`config.mk`:
```
export PLATFORM = sky130hd
export DESIGN_NAME = worst_fit_hole_allocator_unit
export DESIGN_NICKNAME = d
export VERILOG_FILES = /design/src/hdl/wfha_pkg.sv /design/src/hdl/worst_fit_hole_allocator_unit.sv
export SDC_FILE = /design/constraint.sdc
export NUM_CORES = 1
export LEC_CHECK = 0
export BUFFER_PORTS_ARGS = -buffer_cell sky130_fd_sc_hd__clkbuf_2
export CAP_MARGIN = 20
export CORE_ASPECT_RATIO = 1.5
export CORE_UTILIZATION = 50
export CTS_CLUSTER_SIZE = 8
export DETAILED_ROUTE_END_ITERATION = 6
export HOLD_SLACK_MARGIN = 0.15
export PLACE_DENSITY = 0.75
export SETUP_SLACK_MARGIN = 0.5
export SLEW_MARGIN = 40
export SYNTH_ARGS = -nofsm -noshare
export SYNTH_HDL_FRONTEND = slang
export SYNTH_SLANG_ARGS = --single-unit
```
`constraint.sdc`:
```
create_clock -name clk_i -period 5.4 [get_ports clk_i]
set_clock_uncertainty 0.1 [all_clocks]
set_input_delay 1.08 -clock clk_i [delete_from_list [all_inputs] [get_ports clk_i]]
set_output_delay 1.08 -clock clk_i [all_outputs]
set_load 0.1 [all_outputs]
```
`src/hdl/wfha_pkg.sv`:
```
// ----------------------------------------------------------------------------
// wfha_pkg
// shared codes and field widths for the worst-fit hole allocator
// ----------------------------------------------------------------------------
`default_nettype none

package wfha_pkg;

  // command codes carried in the input tuser
  localparam logic CMD_LOAD    = 1'b0;
  localparam logic CMD_REQUEST = 1'b1;

  // fixed field widths and the hole_count reset value
  localparam int unsigned HoleIdxW  = 4;
  localparam int unsigned AmountW   = 16;
  localparam int unsigned CountW    = 5;
  localparam int unsigned CountRst  = 16;
  localparam int unsigned TdataW    = 24;

  // one result item before it reaches the output register
  typedef struct packed {
    logic                granted;
    logic [HoleIdxW-1:0] chosen_hole;
    logic [AmountW-1:0]  remaining;
  } result_t;

endpackage : wfha_pkg

`default_nettype wire

```
`src/hdl/worst_fit_hole_allocator_unit.sv`:
```
// ----------------------------------------------------------------------------
// worst_fit_hole_allocator_unit
// worst-fit allocator over a table of free holes kept in a synchronous ram
// ----------------------------------------------------------------------------
//
//  channel   | direction | signals                           | content
//  ----------+-----------+-----------------------------------+-------------------------
//  s_axis    | in        | tvalid tready tdata[23:0] tuser   | load or request item
//  m_axis    | out       | tvalid tready tdata[23:0] tuser   | grant, hole, remaining
//  cfg       | in        | cfg_we_i cfg_wdata_i[4:0]         | hole_count register
//
//  - a load goes from ST_IDLE to ST_OUT and back to ST_IDLE for the next accept
//  - a request runs ST_SCAN, ST_UPDATE and ST_OUT (hole_count saturated at the table
//    depth): one sram read per hole in the search, the registered read data, the
//    close of the scan, a write-back, the result move into the output register, the accept
//  - the scan over the hole ram, one read per hole, sets the request rate
//  - reset clears the full marks and the control state; hole sizes are
//    undefined until loaded, no clearing pass is run
//  - a result waits in the output register while m_axis stalls; the next
//    transaction is still accepted, and only a second result blocks
//
`default_nettype none

module worst_fit_hole_allocator_unit
  import wfha_pkg::*;
#(
  parameter int unsigned MAX_HOLES = 16,
  parameter int unsigned SIZE_BITS = 16
) (
  input  wire logic              clk_i,
  input  wire logic              rst_ni,
  // configuration
  input  wire logic              cfg_we_i,
  input  wire logic [CountW-1:0] cfg_wdata_i,       // hole_count
  // input stream
  input  wire logic              s_axis_tvalid_i,
  output logic                   s_axis_tready_o,
  input  wire logic [TdataW-1:0] s_axis_tdata_i,    // [3:0] hole_index, [19:4] amount
  input  wire logic              s_axis_tuser_i,    // cmd
  // result stream
  output logic                   m_axis_tvalid_o,
  input  wire logic              m_axis_tready_i,
  output logic [TdataW-1:0]      m_axis_tdata_o,    // [3:0] chosen_hole, [19:4] remaining
  output logic                   m_axis_tuser_o     // granted
);

  // derived widths
  localparam int unsigned IdxW  = (MAX_HOLES > 1) ? $clog2(MAX_HOLES) : 1;
  localparam int unsigned CntW  = $clog2(MAX_HOLES + 1);
  localparam int unsigned LimW  = (CntW > CountW) ? CntW : CountW;
  localparam int unsigned CmpW  = (SIZE_BITS > AmountW) ? SIZE_BITS : AmountW;

  typedef enum logic [1:0] {
    ST_IDLE,
    ST_SCAN,
    ST_UPDATE,
    ST_OUT
  } state_e;

  state_e                 state_q;
  logic [CountW-1:0]      hole_count_q;
  logic [MAX_HOLES-1:0]   full_q;

  // request context
  logic [AmountW-1:0]     amt_q;
  logic [LimW-1:0]        limit_q;
  logic [LimW-1:0]        ptr_q;
  logic                   rd_vld_q;
  logic                   rd_full_q;
  logic [IdxW-1:0]        rd_idx_q;
  logic                   found_q;
  logic [IdxW-1:0]        best_idx_q;
  logic [SIZE_BITS-1:0]   best_size_q;

  result_t                res_q;
  logic                   m_valid_q;
  result_t                m_res_q;

  // hole size ram
  logic [SIZE_BITS-1:0]   hole_mem [MAX_HOLES];
  logic [SIZE_BITS-1:0]   rd_data_q;

  // input fields
  logic                   in_cmd;
  logic [HoleIdxW-1:0]    in_idx;
  logic [AmountW-1:0]     in_amt;
  logic                   s_fire;
  logic                   load_ok;
  logic [IdxW-1:0]        load_addr;
  logic [SIZE_BITS-1:0]   load_size;

  logic [LimW-1:0]        limit_d;
  logic                   rd_en;
  logic [IdxW-1:0]        rd_addr;
  logic                   cand_fits;
  logic                   cand_better;
  logic [CmpW-1:0]        new_size_w;
  logic [SIZE_BITS-1:0]   new_size;

  logic                   mem_we;
  logic [IdxW-1:0]        mem_waddr;
  logic [SIZE_BITS-1:0]   mem_wdata;
  logic                   out_free;

  assign in_cmd    = s_axis_tuser_i;
  assign in_idx    = s_axis_tdata_i[HoleIdxW-1:0];
  assign in_amt    = s_axis_tdata_i[HoleIdxW +: AmountW];

  assign s_axis_tready_o = (state_q == ST_IDLE);
  assign s_fire    = s_axis_tvalid_i && s_axis_tready_o;

  // loads beyond the table are answered but change nothing
  assign load_ok   = (32'(in_idx) < 32'(MAX_HOLES));
  assign load_addr = IdxW'(in_idx);
  assign load_size = SIZE_BITS'(in_amt);

  // search limit saturates at the table depth
  assign limit_d = (LimW'(hole_count_q) > LimW'(MAX_HOLES)) ? LimW'(MAX_HOLES)
                                                           : LimW'(hole_count_q);

  // one sram read per cycle while the scan pointer is below the limit
  assign rd_en   = (state_q == ST_SCAN) && (ptr_q < limit_q);
  assign rd_addr = ptr_q[IdxW-1:0];

  // compare a returned entry against the request and the best so far
  assign cand_fits   = !rd_full_q && (CmpW'(rd_data_q) >= CmpW'(amt_q));
  assign cand_better = !found_q || (rd_data_q > best_size_q);

  // found guarantees best_size_q >= amt_q, so no wrap
  assign new_size_w = CmpW'(best_size_q) - CmpW'(amt_q);
  assign new_size   = SIZE_BITS'(new_size_w);

  // single write port shared by loads and request write-back
  always_comb begin
    mem_we    = 1'b0;
    mem_waddr = load_addr;
    mem_wdata = load_size;
    if (s_fire && (in_cmd == CMD_LOAD) && load_ok) begin
      mem_we = 1'b1;
    end else if ((state_q == ST_UPDATE) && found_q) begin
      mem_we    = 1'b1;
      mem_waddr = best_idx_q;
      mem_wdata = new_size;
    end
  end

  always_ff @(posedge clk_i) begin
    if (mem_we) begin
      hole_mem[mem_waddr] <= mem_wdata;
    end
    if (rd_en) begin
      rd_data_q <= hole_mem[rd_addr];
    end
  end

  assign out_free = !m_valid_q || m_axis_tready_i;

  // control state, full marks and registered outputs
  always_ff @(posedge clk_i or negedge rst_ni) begin
    if (!rst_ni) begin
      state_q      <= ST_IDLE;
      hole_count_q <= CountW'(CountRst);
      full_q       <= '0;
      rd_vld_q     <= 1'b0;
      found_q      <= 1'b0;
      m_valid_q    <= 1'b0;
    end else begin
      if (cfg_we_i) begin
        hole_count_q <= cfg_wdata_i;
      end
      // output register drains unless a new result moves in below
      if (m_valid_q && m_axis_tready_i && (state_q != ST_OUT)) begin
        m_valid_q <= 1'b0;
      end

      case (state_q)
        ST_IDLE: begin
          if (s_fire) begin
            if (in_cmd == CMD_LOAD) begin
              if (load_ok) begin
                full_q[load_addr] <= 1'b0;
                res_q.granted     <= 1'b1;
                res_q.chosen_hole <= in_idx;
                res_q.remaining   <= AmountW'(load_size);
              end else begin
                res_q <= '0;
              end
              state_q <= ST_OUT;
            end else begin
              amt_q    <= in_amt;
              limit_q  <= limit_d;
              ptr_q    <= '0;
              found_q  <= 1'b0;
              rd_vld_q <= 1'b0;
              state_q  <= ST_SCAN;
            end
          end
        end

        ST_SCAN: begin
          // issue side
          rd_vld_q <= rd_en;
          if (rd_en) begin
            rd_idx_q  <= rd_addr;
            rd_full_q <= full_q[rd_addr];
            ptr_q     <= ptr_q + LimW'(1);
          end
          // evaluate side, strict compare keeps the lowest index on ties
          if (rd_vld_q && cand_fits && cand_better) begin
            found_q     <= 1'b1;
            best_idx_q  <= rd_idx_q;
            best_size_q <= rd_data_q;
          end
          if (!rd_en && !rd_vld_q) begin
            state_q <= ST_UPDATE;
          end
        end

        ST_UPDATE: begin
          if (found_q) begin
            if (new_size == '0) begin
              full_q[best_idx_q] <= 1'b1;
            end
            res_q.granted     <= 1'b1;
            res_q.chosen_hole <= HoleIdxW'(best_idx_q);
            res_q.remaining   <= AmountW'(new_size);
          end else begin
            res_q <= '0;
          end
          state_q <= ST_OUT;
        end

        ST_OUT: begin
          if (out_free) begin
            m_valid_q <= 1'b1;
            m_res_q   <= res_q;
            state_q   <= ST_IDLE;
          end
        end

        default: begin
          state_q <= ST_IDLE;
        end
      endcase
    end
  end

  assign m_axis_tvalid_o = m_valid_q;
  assign m_axis_tuser_o  = m_res_q.granted;
  assign m_axis_tdata_o  = {{(TdataW - HoleIdxW - AmountW){1'b0}},
                            m_res_q.remaining, m_res_q.chosen_hole};

  // a refused result carries an all-zero payload
  a_refused_zero : assert property (@(posedge clk_i) disable iff (!rst_ni)
    (m_valid_q && !m_res_q.granted) |-> (m_res_q.chosen_hole == '0 &&
                                         m_res_q.remaining == '0))
    else $error("refused result with nonzero payload");

  // the ram is never written while a scan reads it
  a_no_write_in_scan : assert property (@(posedge clk_i) disable iff (!rst_ni)
    mem_we |-> (state_q != ST_SCAN))
    else $error("hole ram write during scan");

  // the best candidate always covers the request
  a_best_fits : assert property (@(posedge clk_i) disable iff (!rst_ni)
    ((state_q == ST_UPDATE) && found_q) |-> (CmpW'(best_size_q) >= CmpW'(amt_q)))
    else $error("chosen hole smaller than request");

  // the scan pointer never passes the search limit
  a_ptr_bound : assert property (@(posedge clk_i) disable iff (!rst_ni)
    (state_q == ST_SCAN) |-> (ptr_q <= limit_q))
    else $error("scan pointer beyond limit");

  // a load clears the full mark of its entry
  a_load_clears : assert property (@(posedge clk_i) disable iff (!rst_ni)
    (s_fire && (in_cmd == CMD_LOAD) && load_ok) |=> !full_q[$past(load_addr)])
    else $error("load left the full mark set");

endmodule : worst_fit_hole_allocator_unit

`default_nettype wire
```
==> results.toml, run 1 <==
[synthesis]
syn_area_um2 = 17100
async_flop_share_pct = 6.65
synth_edf_count = 365
yosys_warnings = 0
synth-simple-area-share_pct = 5.92
synth-seq-cells = 391
yosysMostFrequentCell = "edfxtp_1"
synth_top_area_share_pct = 64.0
yosysSeqAreaShare_pct = 67.8
synth-compound-area-share_pct = 6.65
synth-adder-area-share_pct = 4.28
synthTopCellsByArea = "edfxtp_1, mux4_2, ha_1"
syn-mean-instance-area_um2 = 16.4
yosysUniqueCellTypes = 72
synth_top_family_by_area = "multiplexers"
synth_common_cells = "edfxtp_1, mux4_2, inv_1"
synthMuxAreaShare_pct = 12.0
yosysTopAreaCell = "edfxtp_1"
syn_inst = 1045
synth_xor_area_share_pct = 0.512
synth-main-ff-cell = "edfxtp_1"

[layout]
layout.cells.non_filler = 1582
fillCellCount = 2429
final_util_pct = 58.3
synthToLayoutAreaGrowth_pct = 14.2
layout-drive-gt1-share_pct = 24.4
fin_nets = 1234
antenna_cells = 0

[worst_setup_path]
path_delay_family = "compound AO/OA/AOI/OAI gates"
start_kind = "flip-flop"
crit_fanout = 15
max_stage_delay_ns = 0.45
crit_type = "reg -> reg"
critPathRequiredTime_ns = 5.77
cp_common_cell = "inv_1"
crit_start = "best_size_q[0]"
crit_buf_inv = 2
rr_startpoint = "best_size_q[0]"
path_cells = "inv_1 -> ha_1 -> inv_1 -> fa_1 -> a211oi_4 -> o31ai_2 -> a211o_1 -> a2111oi_2 -> o2111a_2 -> nand3_4 -> o31ai_1"
crit_arrival_ns = 3.88
cp-end-kind = "flip-flop"
cpMaxStageDelayCell = "fa_1"

[power]
ir_drop_v = 0.000221
power.density_nw_per_um2 = 443
p_leak_uw = 0.00692

[detailed_routing]
firstDrtPassIters = 4
final_antenna_net_count = 0
drt_iter0_markers = 936
drc_errors = 0
wl_um = 38400
wl_per_cell_um = 24.3
via_per_inst = 6.11
vias = 9659

[placement]
finalWeightedCongestion = 0.943
pre_cts_slack_ns = 1.79
numPortBuffers = 53
dp.cells = 1505
hpwl_um = 24200

[flow_run]
maxCapViolCount = 0

[clocking]
cts-htree-levels = 2
clock_latency_ns = 0.58
hold_buffers = 0
cts.sinks = 391
cts-root-buf = "clkbuf_16"
cts.repair.resized = 0
cts_tree = "built"
cts_setup_buffers = 0
numCtsBuffers = 54
path_clk_slew_ns = 0.05
clockBufferDepth = 3

[die]
die_area_um2 = 35000
die_h_um = 229
start_util_pct = 51.0
core_um2 = 33500
io_pins = 62
fp.dieW_um = 153
placementRows = 82

[timing]
setup_tns_ns = 0
slew_headroom_pct = 45.5
slew_viol_final = 0
finalCriticalPeriod_ns = 3.51
setup-violations-final = 0
tightest_slew_ns = 0.807
setup_ws_ns = 1.89
post-route-period-util_pct = 65.0
rsz0062_at_grt = "no"
max_freq_ghz = 0.285
hold_viol = 0

[grt]
grt_pass1_vias = 10126
grt_pass1_wl_um = 59300
track_usage_pct = 22.8
overflow = 0
antenna_found_initial = 0
grt_max_degree = 73

[hold_path]
hold_class = "in -> async"

[status]
outcome = "finished, final reports clean"
-- layout make-up --
type	instances	area (um^2)	share of cell area, %
inverter	66	248	1.27
sequential	391	11600	59.4
clock inverter	3	62.6	0.320
clock buffer	74	1430	7.29
multi-input combinational	540	5140	26.3
tap	420	526	2.69
timing repair buffer	88	544	2.78
-- routing by layer --
layer,GRT usage [%],share of wire [%],vias to the layer above
met5,0,0,-
met4,9.44,4.0,0
met3,3.43,5.8,105
li1,-,-,4285
met2,42.4,55,401
met1,25.9,35,4868
-- registers in the layout, indices dropped and copies added (netlist names) --
name             cells
hole_mem           256
res_q               21
m_axis_tdata_o      20
amt_q               16
best_size_q         16
full_q              16
rd_data_q           16
hole_count_q         5
limit_q              5
ptr_q                5
best_idx_q           4
rd_idx_q             4
state_q              2
found_q              1
m_axis_tuser_o       1
m_axis_tvalid_o      1
rd_full_q            1
rd_vld_q             1
-- power by group --
| part | switching (uW) | internal, uW | total [uW] | leakage, uW |
|---|---|---|---|---|
| Combinational | 1190 | 691 | 1880 | 0.00257 |
| Sequential | 109 | 3700 | 3800 | 0.00364 |
| Clock | 1180 | 1810 | 2990 | 0.000714 |
-- worst reg2reg max path: cells and delay by family (launching register included) --
kind / cells / cell delay [ns]
compound gates: 6 / 1.95
fa+ha+maj: 2 / 0.59
flops: 1 / 0.39
simple gates: 1 / 0.24
buf+inv: 2 / 0.14
-- worst paths after layout --
path                                       to  slack (ns)  cells past startpoint
max reg2reg                        full_q[13]        1.89                     11
max                                full_q[13]        1.89                     11
max in group asynchronous     hole_count_q[4]        4.28                      2
min reg2reg                m_axis_tdata_o[19]        0.32                      0
min in group clk_i         m_axis_tdata_o[19]        0.32                      0
min                                full_q[13]        0.28                      1
-- layout by cell type (no fill, tap or decap), drive strengths merged, types with 4 or more instances in the layout --
master  instances
a211oi          9
a21o           12
a21oi          23
and2            7
and4            4
buf            35
clkbuf        127
conb            4
dfrtp          25
edfxtp        365
ha             57
inv            66
mux2            8
mux2i           5
mux4           85
nand2          56
nand2b          7
nand3          24
nand4          18
nor2           46
nor2b          15
nor3            7
nor4            4
o21a            4
o21ai          60
o22ai          17
o31a            4
o31ai           7
xnor2           6
xor2            4
-- logic make-up (layout without fill, tap and decap cells) --
| logic type | Yosys count | in the layout |
|---|---|---|
| fa+ha+maj | 58 | 58 |
| mux | 98 | 98 |
| buf+inv | 117 | 231 |
| simple gates | 203 | 203 |
| xor+xnor | 10 | 10 |
| other cells | 1 | 4 |
| compound gates | 167 | 167 |
| flops | 391 | 391 |
-- through the flow --
step | hold slack, ns | area, um^2 | power, uW
after floorplan | 0.300 | 17100 | 5190
after global placement | 0.301 | 18000 | 5670
after detailed placement | 0.307 | 18100 | 5720
after CTS | 0.285 | 19500 | 8720
after global routing | 0.294 | 19600 | 8980
final | 0.278 | 19600 | 8670
Power figures use the tool's default switching activity.
==> run 2: changes to the inputs <==
Settings changed: PLACE_DENSITY 0.75 to 0.77.
Clock period 5.4 ns to 2.9 ns, I/O delays scaled along.
==> run 2 against run 1 <==
The run now ends with setup timing left. Clock power grew 89%. Combinational power grew 140%. First-iteration DRC count grew 18%. Power grew 98%. Non-clock buffer count grew 133. Utilization grew 7.4 points. Via count grew 9.6%. Die area is the same. Critical endpoint is now hole_mem[11][14].
==> results.toml, run 2 (same netlist as run 1, synthesis figures left out) <==
[timing]
setup_ws_ns = -0.160
setup-violations-final = 31
hold_slack_ns = 0.178
rsz0062_at_grt = "yes"
max_freq_ghz = 0.327
tightest_slew_ns = 0.762
post-route-period-util_pct = 106
hold_viol = 0
slew_viol_final = 0
slew_headroom_pct = 48.7
finalCriticalPeriod_ns = 3.06

[worst_setup_path]
crit_type = "reg -> reg"
cp-end-kind = "flip-flop"
start_kind = "flip-flop"
crit_arrival_ns = 3.40
crit_start = "best_size_q[0]"
crit_buf_inv = 6
crit_fanout = 8
cpMaxStageDelayCell = "fa_2"
max_stage_delay_ns = 0.42
path_cells = "inv_2 -> ha_4 -> inv_2 -> fa_2 -> a211oi_4 -> o31ai_4 -> buf_12 -> a2111oi_4 -> o221ai_2 -> buf_4 -> buf_6 -> o21ai_4 -> clkbuf_16"
critPathRequiredTime_ns = 3.24
cp_common_cell = "inv_2"
rr_startpoint = "best_size_q[0]"
path_delay_family = "compound AO/OA/AOI/OAI gates"

[layout]
largest_register = "hole_mem"
antenna_cells = 0
final_util_pct = 65.7
synthToLayoutAreaGrowth_pct = 28.8
layout.cells.non_filler = 1716
layout_commonest_cell = "edfxtp_1"
largest_reg_flops = 256
layout-drive-gt1-share_pct = 38.1
fillCellCount = 2037
regArea_um2 = 11600
fin_nets = 1367
final_cell_mix = "edfxtp_1, mux4_2, buf_4"
multi_input_area_um2 = 5940

[power]
power.internal_uw = 12100
p_comb_share_pct = 25.8
netSwitchingFraction_pct = 29.5
pwr-share-seq_pct = 41.2
ir_drop_v = 0.000471
clkPwrFrac_pct = 33.0
p_sw_uw = 5070
p_leak_uw = 0.00789
power.density_nw_per_um2 = 778

[clocking]
clockBufferDepth = 3
numCtsBuffers = 54
path_clk_slew_ns = 0.05
cts-root-buf = "clkbuf_16"
cts.sinks = 391
cts_tree = "built"
clock_latency_ns = 0.58
cts-htree-levels = 2

[grt]
overflow = 0
track_usage_pct = 25.6
grt_pass1_vias = 11072
grt_pass1_wl_um = 65900
antenna_found_initial = 0
grt_max_degree = 72

[status]
failed_checks = "setup timing"
outcome = "complete, but fails checks"

[hold_path]
min_from = "s_axis_tdata_i[18]"
hold_class = "in -> reg"

[die]
die_h_um = 229
start_util_pct = 51.0
die_area_um2 = 35000
io_pins = 62
core_um2 = 33500
placementRows = 82
fp.dieW_um = 153

[placement]
finalWeightedCongestion = 0.947
numPortBuffers = 53
dp.cells = 1555
hpwl_um = 25300

[detailed_routing]
wl_um = 45400
via_per_inst = 6.17
drc_errors = 0
vias = 10589
final_antenna_net_count = 0
wl_per_cell_um = 26.4
drt_iter0_markers = 1103
firstDrtPassIters = 7

[flow_run]
maxCapViolCount = 0
-- run 2: cell types whose count changed in the layout (fill, tap and decap cells not counted), sizes merged --
cell | before | now
inv | 66 | 68
clkinv | 3 | 1
dlygate4sd3 | 0 | 21
clkbuf | 127 | 135
buf | 35 | 140
-- run 2: layer usage --
layer | GRT usage, % | wire length (um) | share of wire, % | vias to the layer above
li1 | - | - | - | 4563
met1 | 29.6 | 15900 | 35 | 5332
met2 | 45.8 | 24100 | 53 | 551
met3 | 3.43 | 2960 | 6.5 | 143
met4 | 14.1 | 2440 | 5.4 | 0
met5 | 0 | 0 | 0 | -
-- run 2: layout make-up --
type                       instances  area share [%]
inverter                          66            1.12
clock inverter                     3           0.267
clock buffer                      75            6.49
timing repair buffer             221            10.1
sequential                       391            52.7
multi-input combinational        540            27.0
tap                              420            2.38
-- run 2: worst register-to-register path: stages, from the launching register on --
cell	delay (ns)
edfxtp_1	0.40
inv_2	0.10
ha_4	0.12
inv_2	0.03
fa_2	0.42
a211oi_4	0.29
o31ai_4	0.12
buf_12	0.16
a2111oi_4	0.30
o221ai_2	0.15
buf_4	0.15
buf_6	0.12
o21ai_4	0.26
clkbuf_16	0.21
-- run 2: timing repair --
item | in CTS | in global routing
setup buffers | 26 | 27
endpoints found under the setup margin | 510 | 559
hold endpoints to repair | 45 | 0
pin swaps | 36 | 39
cloned | 5 | 4
gates resized for setup | 99 | 56
hold buffers | 21 | 0
-- run 2: metrics by stage --
step | power, uW | worst slack (ns) | TNS (ns) | cell area, um^2
global placement | 10800 | -0.277 | -3.18 | 18800
floorplan | 9800 | 0.0965 | 0 | 17400
global route | 17700 | -0.271 | -9.55 | 22000
detailed placement | 10900 | -0.345 | -5.46 | 18800
finish | 17200 | -0.160 | -3.50 | 22000
CTS | 16900 | -0.151 | -2.97 | 21400
-- run 2: worst paths after layout --
| check | slack [ns] | cells after the start | end |
|---|---|---|---|
| worst max-delay path | -0.16 | 13 | hole_mem[11][14] |
| worst min-delay path | 0.18 | 1 | amt_q[14] |
| worst max register to register | -0.16 | 13 | hole_mem[11][14] |
| worst min register to register | 0.31 | 0 | best_idx_q[2] |
| max in group asynchronous | 1.94 | 3 | full_q[4] |
| min in group asynchronous | 0.52 | 3 | rd_vld_q |
-- run 2: power by group through the flow --
| stage | combinational (uW) | clock (uW) | sequential [uW] |
|---|---|---|---|
| after floorplan | 2360 | 0 | 7430 |
| after detailed placement | 3750 | 0 | 7160 |
| after CTS | 4170 | 5690 | 7060 |
| after global placement | 3660 | 0 | 7140 |
| after global routing | 4680 | 5920 | 7090 |
| final | 4430 | 5660 | 7070 |
==> run 3: changes to the inputs <==
Settings changed: PLACE_DENSITY 0.77 to 0.73.
==> run 3 against run 2 <==
The flow still finishes with violations (setup timing). Highest routed layer unchanged. Maximum frequency fell by 2.7%. Wire length fell by 2.5%. Die area did not move. Non-clock buffer count fell by 5. Largest cell class unchanged.
==> results.toml, run 3 (same netlist as run 1, synthesis figures left out) <==
[status]
outcome = "complete, but fails checks"
failed_checks = "setup timing"

[worst_setup_path]
path_delay_family = "compound AO/OA/AOI/OAI gates"
cp-end-kind = "flip-flop"
r2r_slack_ns = -0.25
crit_arrival_ns = 3.52
critPathRequiredTime_ns = 3.28
crit_fanout = 7
cpMaxStageDelayCell = "a2111o_1"
crit_type = "reg -> reg"
max_stage_delay_ns = 0.41
rr_startpoint = "best_size_q[0]"
rr_endpoint = "full_q[4]"
crit_buf_inv = 5
start_kind = "flip-flop"
path_cells = "inv_2 -> ha_4 -> inv_2 -> fa_2 -> a211oi_4 -> o31ai_4 -> buf_4 -> a2111o_1 -> o221ai_2 -> o31a_1 -> buf_6 -> nand3_4 -> buf_4 -> o21ai_2"
reg2regPathDepth = 14

[power]
power.density_nw_per_um2 = 770
ir_drop_v = 0.000449
finalPower_uw = 17000
p_leak_uw = 0.00784

[grt]
overflow = 0
antenna_found_initial = 0
track_usage_pct = 25.9
grt_max_degree = 72
grt_pass1_vias = 11089
grt_pass1_wl_um = 66500

[detailed_routing]
final_antenna_net_count = 0
wl_per_cell_um = 25.9
wl_um = 44200
firstDrtPassIters = 5
vias = 10527
drc_errors = 0
drt_iter0_markers = 715
via_per_inst = 6.16

[clocking]
clockBufferDepth = 3
path_clk_slew_ns = 0.05
cts.sinks = 391
cts-root-buf = "clkbuf_16"
cts_tree = "built"
cts-htree-levels = 2
clock_latency_ns = 0.58
numCtsBuffers = 54

[timing]
rsz0062_at_grt = "yes"
setup-violations-final = 48
hold_viol = 0
finalCriticalPeriod_ns = 3.15
slew_viol_final = 0
post-route-period-util_pct = 108
setup_ws_ns = -0.245
hold_slack_ns = 0.166
tightest_slew_ns = 0.746
slew_headroom_pct = 50.1
setup_tns_ns = -5.97
max_freq_ghz = 0.318

[hold_path]
min_from = "s_axis_tdata_i[18]"
min_to = "amt_q[14]"
hold_class = "in -> reg"
holdPathStages = 1

[layout]
fin_nets = 1363
synthToLayoutAreaGrowth_pct = 28.6
antenna_cells = 0
largest_register = "hole_mem"
largest_reg_flops = 256
layout-drive-gt1-share_pct = 38.2
design_area_um2 = 22000
layout_commonest_cell = "edfxtp_1"
final_cell_mix = "edfxtp_1, mux4_2, buf_4"

[die]
placementRows = 82
core_um2 = 33500
die_h_um = 229
start_util_pct = 51.0
die_area_um2 = 35000
io_pins = 62
fp.dieW_um = 153

[placement]
finalWeightedCongestion = 0.955
placed_cell_area_um2 = 18800
pre_cts_slack_ns = -0.349
numPortBuffers = 53
hpwl_um = 25400

[flow_run]
maxCapViolCount = 0
## run 3: cell types whose count changed in the layout (fill, tap and decap cells not counted), sizes merged
cell and delta:
buf +5, dlygate4sd3 -4, nand3 +1, clkbuf -8
inv -1
## run 3: worst max-delay path by stage
stage | cells past startpoint | to | from | slack, ns
global route | 12 | full_q[9] | best_size_q[0] | -0.31
global placement | 11 | full_q[9] | best_size_q[0] | -0.26
detailed placement | 11 | full_q[1] | best_size_q[0] | -0.35
floorplan | 12 | full_q[14] | best_size_q[0] | 0.1
CTS | 12 | full_q[9] | best_size_q[0] | -0.19
finish | 14 | full_q[4] | best_size_q[0] | -0.25
## run 3: repair_timing
item,in CTS,in global routing
hold endpoints to repair,22,0
hold buffers,17,0
cloned,7,0
setup endpoints to repair,539,541
resized for setup,120,39
pin swaps,44,9
setup buffers,50,6
## run 3: per-layer routing
layer	part of all wire [%]	vias to the layer above	GRT usage, %	wire length [um]
li1	-	4556	-	-
met1	35	5379	29.3	15500
met2	54	469	47.9	24100
met3	5.5	123	3.05	2410
met4	5.1	0	13.0	2250
met5	0	-	0	0
## run 3: power breakdown
part           total [uW]  leakage, uW  internal (uW)  switching [uW]
clock                5530     0.000704           3350            2190
sequential           7050      0.00364           6880             174
combinational        4380      0.00350           1790            2580
total               17000      0.00784          12000            4940
## run 3: layout make-up
class,instances,area (um^2)
multi-input cells,541,5990
flip-flops and latches,391,11600
clock inverters,2,38.8
clock buffers,73,1420
fillers,2106,11500
repair buffers,216,2180
well taps,420,526
inverters,66,250
## run 3: metrics by stage
step | std cells | utilization (%)
after global placement | 1554 | 55.9
final | 1709 | 65.6
after CTS | 1703 | 65.0
after global routing | 1709 | 65.6
after detailed placement | 1554 | 55.9
after floorplan | 1048 | -
## run 3: worst register-to-register path, delay by kind of cell (launching register included)
kind / cells / cell delay [ns]
and+or+nand+nor: 1 / 0.18
adders and majority gates: 2 / 0.52
buffers and inverters: 5 / 0.67
DFF: 1 / 0.39
AOI/OAI and AO/OA: 6 / 1.21
